`config.mk`:
```
export PLATFORM = sky130hd
export DESIGN_NAME = ppu_front
export DESIGN_NICKNAME = d
export VERILOG_FILES = /design/src/rtl/ppu_pkg.sv /design/src/rtl/ppu_front.sv
export SDC_FILE = /design/constraint.sdc
export NUM_CORES = 1
export LEC_CHECK = 0
export ABC_AREA = 1
export BUFFER_PORTS_ARGS = -buffer_cell sky130_fd_sc_hd__buf_2
export CELL_PAD_IN_SITES_DETAIL_PLACEMENT = 0
export CELL_PAD_IN_SITES_GLOBAL_PLACEMENT = 2
export CORE_ASPECT_RATIO = 0.6
export CORE_MARGIN = 1.5
export CORE_UTILIZATION = 33
export DETAILED_ROUTE_END_ITERATION = 8
export PLACE_DENSITY_LB_ADDON = 0.12
export REMOVE_ABC_BUFFERS = 1
export SYNTH_ARGS = -nofsm -noshare
export SYNTH_HDL_FRONTEND = slang
export SYNTH_SLANG_ARGS = --single-unit
```
`constraint.sdc`:
```
create_clock -name aclk -period 5.93 [get_ports aclk]
set_input_delay 1.186 -clock aclk [delete_from_list [all_inputs] [get_ports aclk]]
set_output_delay 1.186 -clock aclk [all_outputs]
set_load 0.05 [all_outputs]
```
`src/rtl/ppu_pkg.sv`:
```
package ppu_pkg;

    localparam int DATA_W          = 32;
    localparam int FRAC_BITS_DEF   = 16;
    localparam int QUEUE_DEPTH_DEF = 4;
    localparam int CFG_IDX_W       = 3;

    localparam logic signed [DATA_W-1:0] S32_MAX = 32'sh7FFF_FFFF;
    localparam logic signed [DATA_W-1:0] S32_MIN = 32'sh8000_0000;

    typedef enum logic [CFG_IDX_W-1:0] {
        CFG_MODEL_READY = 3'd0,
        CFG_FOCAL_X     = 3'd1,
        CFG_FOCAL_Y     = 3'd2,
        CFG_SKEW        = 3'd3,
        CFG_CENTER_X    = 3'd4,
        CFG_CENTER_Y    = 3'd5
    } cfg_idx_t;

    typedef enum logic {
        OP_PROJECT   = 1'b0,
        OP_UNPROJECT = 1'b1
    } opcode_t;

    typedef struct packed {
        logic                     model_ready;
        logic signed [DATA_W-1:0] focal_x;
        logic signed [DATA_W-1:0] focal_y;
        logic signed [DATA_W-1:0] skew;
        logic signed [DATA_W-1:0] center_x;
        logic signed [DATA_W-1:0] center_y;
    } cfg_t;

    // One classified request as it waits in the queue.
    typedef struct packed {
        logic                     unproj;
        logic                     rej;
        logic signed [DATA_W-1:0] x;
        logic signed [DATA_W-1:0] y;
        logic signed [DATA_W-1:0] z;
    } req_t;

    typedef struct packed {
        logic lane_a_valid;
        logic lane_b_valid;
    } back_stat_t;

endpackage

```
`src/rtl/ppu_front.sv`:
```
module ppu_front #(
    parameter int QUEUE_DEPTH = ppu_pkg::QUEUE_DEPTH_DEF
) (
    input  logic                               aclk,
    input  logic                               aresetn,
    input  ppu_pkg::cfg_t                      cfg,
    input  logic                               s_valid,
    output logic                               s_ready,
    input  logic                               s_opcode,
    input  logic signed [ppu_pkg::DATA_W-1:0]  s_in_x,
    input  logic signed [ppu_pkg::DATA_W-1:0]  s_in_y,
    input  logic signed [ppu_pkg::DATA_W-1:0]  s_in_z,
    output logic                               q_valid,
    output ppu_pkg::req_t                      q_data,
    input  logic                               q_pop,
    output logic [$clog2(QUEUE_DEPTH+1)-1:0]   q_level
);
    import ppu_pkg::*;

    localparam int PTR_W = (QUEUE_DEPTH > 1) ? $clog2(QUEUE_DEPTH) : 1;
    localparam int CNT_W = $clog2(QUEUE_DEPTH+1);

    req_t             mem [QUEUE_DEPTH];
    logic [PTR_W-1:0] wr_ptr_reg, wr_ptr_next;
    logic [PTR_W-1:0] rd_ptr_reg, rd_ptr_next;
    logic [CNT_W-1:0] count_reg, count_next;
    req_t             req;
    logic             push, pop;

    // A request fails without model_ready, z <= 0 (project) or focal <= 0 (unproject).
    always_comb begin
        req.unproj = (opcode_t'(s_opcode) == OP_UNPROJECT);
        req.x      = s_in_x;
        req.y      = s_in_y;
        req.z      = s_in_z;
        if (!cfg.model_ready) begin
            req.rej = 1'b1;
        end else if (req.unproj) begin
            req.rej = (cfg.focal_x <= 0) || (cfg.focal_y <= 0);
        end else begin
            req.rej = (s_in_z <= 0);
        end
    end

    assign s_ready = (count_reg != CNT_W'(QUEUE_DEPTH));
    assign q_valid = (count_reg != '0);
    assign push    = s_valid && s_ready;
    assign pop     = q_pop && q_valid;
    assign q_level = count_reg;

    always_comb begin
        wr_ptr_next = wr_ptr_reg;
        rd_ptr_next = rd_ptr_reg;
        count_next  = count_reg;
        if (push) begin
            wr_ptr_next = (wr_ptr_reg == PTR_W'(QUEUE_DEPTH-1)) ? '0 : wr_ptr_reg + 1'b1;
        end
        if (pop) begin
            rd_ptr_next = (rd_ptr_reg == PTR_W'(QUEUE_DEPTH-1)) ? '0 : rd_ptr_reg + 1'b1;
        end
        if (push && !pop) begin
            count_next = count_reg + 1'b1;
        end else if (pop && !push) begin
            count_next = count_reg - 1'b1;
        end
    end

    always_ff @(posedge aclk) begin
        if (!aresetn) begin
            wr_ptr_reg <= '0;
            rd_ptr_reg <= '0;
            count_reg  <= '0;
        end else begin
            wr_ptr_reg <= wr_ptr_next;
            rd_ptr_reg <= rd_ptr_next;
            count_reg  <= count_next;
        end
    end

    always_ff @(posedge aclk) begin
        if (push) begin
            mem[wr_ptr_reg] <= req;
        end
    end

    assign q_data = mem[rd_ptr_reg];

endmodule

```
==> metrics <==
Yosys reg bits 401; Cells after Synth 1107; Setup crit end kind output pin; Hold Path Stages 2; total gr overflow 0; Synth top cells by count 392 x edfxtp_1, 255 x nor2_1, 155 x o21ai_0, 98 x o22ai_1, 47 x o21ai_1; Final ANT Viol Nets 0; area share of the largest cell type after synthesis 76.5%; Synth Area in Compound Gates 10.8%; layout cells sized above 1 24.9%; CP Max Fanout 90; DR iter-0 viols 486; syn avg cell area 13.9 µm²; PortBufs 268; area delta synth->final 20.6%; Startpoint Class flip-flop; cell area after synthesis 15400 µm²; PD cells 513 nW/µm²; endpoints failing setup 0; setup slack, reg-to-reg 3440 ps; max reg flops 392; number of core rows 61; Setup Skew 13.2 ps; setup bufs post-CTS 0; routability cong. 0.685; Core Util, Final roughly two fifths; area leader, netlist edfxtp_1; max-cap violations 0; ys flop type edfxtp_1; Root Buffer clkbuf_16; Reg2Reg Depth 5; post-cts gate resize count 0; Worst VDD drop 0.328 mV; first-pass GRT wire length 56500 µm; xor/xnor cell area share of the yosys netlist less than 1%; ranking of synthesized cells by area edfxtp_1 77%, nor2_1 6.2%, o21ai_0 5.0%; IO Count 365; Vias/cell ~4.7; clock sinks ~400; Async SR Flop Fraction 0%; fin. max-slew vios 0; Clock transition at path regs 60 ps; CP required 4740 ps; Post-synth EDFFs 392; Netlist cell types 26; Final nets 1636; htree depth 2; number of global-route vias before repair 9300; Clock Latency Late Sink 540 ps; hold_buf cts 0; placed cell count 1954; fmax 246 MHz; die height 170 µm; Detailed Route WL 37600 µm; vias roughly 9400; max_slew headroom 33.2%; drt wl/cell 18.6 µm; cell with the most instances after synthesis edfxtp_1; HPWL Detailed ~21000 µm; TritonCTS Buffers between 40 and 50; Hold Crit Start rd_ptr_reg[1]; Power Total 9.52 mW; Biggest register mem; Synthesis Warnings 0; die area about 48000 µm²; RSZ-0062 raised after global routing no; Hold/Removal Path Class reg2reg; initial antenna violation count 2; die span in x ~280 µm; outcome finished clean; CP arrival around 2900 ps; GRT Total Usage 15.5%; Finished Layout Cells 2027; Synth Area in Adders 0.618%; Tcrit/Tclk final 68.6%; largest family of logic cells by synthesized area compound AO/OA/AOI/OAI gates; sequential share of the synthesized area 77.7%; RR Endpoint mem[3][72]; endpoints failing hold 0; FF-to-FF Start q_level[0]; simple-gate share of the synthesized area 7.39%; CP Class reg2out; Clock Path Buffers 3; CTS tree yes; Pre-Repair DR Iteration Count 4; pin count of the biggest net entering global routing between 100 and 150; minimum clock period 4070 ps; LEAKAGE 6.58 nW; Initial Utilization between 30% and 40%; core area around 46000 µm²; mux share of post-synthesis cell area 0%; # DRC 0; Min Hold Slack 505 ps; Worst-Margin Slew between 1000 and 1500 ps
## worst max-delay path, cell delays in order (launching register included)
cell	delay (ps)
dfxtp_4	620
buf_4	780
o21ai_0	200
o22ai_1	280
buf_2	320
## layout by cell type, fill, tap and decap left out
master,count
nand2_1,27
buf_12,2
inv_8,1
dfxtp_4,2
nor2_1,251
clkbuf_1,11
and2_1,4
bufinv_16,1
nor2_4,4
dfxtp_1,7
a21oi_1,5
clkinv_1,3
edfxtp_1,392
fa_1,1
clkinvlp_4,3
diode_2,1
clkbuf_8,3
o21ai_1,47
nor3b_1,1
clkinv_2,7
inv_6,2
nand4_1,5
buf_4,11
xor2_1,1
clkbuf_16,43
buf_2,268
ha_1,6
nand3_1,3
inv_1,30
o211a_1,1
o21ai_0,155
o22ai_1,98
a211oi_1,1
## per-stage QoR
| step | TNS [ps] | worst slack (ps) | instance area (µm²) |
|---|---|---|---|
| 5_1_grt | 0 | 1650 | 18500 |
| 3_5_place_dp | 0 | 2380 | 17300 |
| 2_1_floorplan | -149190 | -348 | 15000 |
| 4_1_cts | 0 | 1800 | 18500 |
| 3_3_place_gp | 0 | 2390 | 17300 |
| 6_report | 0 | 1860 | 18600 |
## area by class of cell
class,count,area (µm²)
Timing Repair Buffer,281,1460
Antenna cell,1,2.50
Clock buffer,57,1160
Sequential cell,401,12000
Fill cell,4439,27600
Clock inverter,15,114
Multi-Input combinational cell,610,2940
Tap cell,630,788
Inverter,32,126
## kinds of logic (layout without fill, tap and decap cells)
| family | Yosys count | after routing |
|---|---|---|
| adders and majority gates | 7 | 7 |
| xor gates and xnor gates | 1 | 1 |
| and+or+nand+nor | 295 | 295 |
| buffers and inverters | 96 | 385 |
| AOI/OAI and AO/OA | 307 | 307 |
| DFF | 401 | 401 |
| other | 0 | 1 |
## layer usage
| metal | track usage [%] | wire length (µm) | vias up |
|---|---|---|---|
| met4 | 3.37 | 566 | 2 |
| met3 | 3.69 | 1720 | 54 |
| met5 | 0 | 13 | - |
| li1 | - | - | 4621 |
| met2 | 25.1 | 18000 | 154 |
| met1 | 21.1 | 17300 | 4604 |
## worst max path at each step
stage / from / to / slack (ps) / cells past startpoint
after detailed placement: flip-flop / q_data[29] / 2380 / 4
final: flip-flop / q_data[39] / 1860 / 4
after floorplan: flip-flop / q_data[0] / -350 / 3
after CTS: flip-flop / q_data[29] / 1800 / 4
after global placement: flip-flop / q_data[29] / 2390 / 4
after global routing: flip-flop / q_data[41] / 1650 / 4
## where the power goes
| group | internal (mW) | switching [mW] |
|---|---|---|
| combinational | 0.712 | 2.77 |
| sequential | 3.46 | 0.106 |
| clock | 1.41 | 1.07 |
| total | 5.58 | 3.94 |
Power figures use the tool's default switching activity.
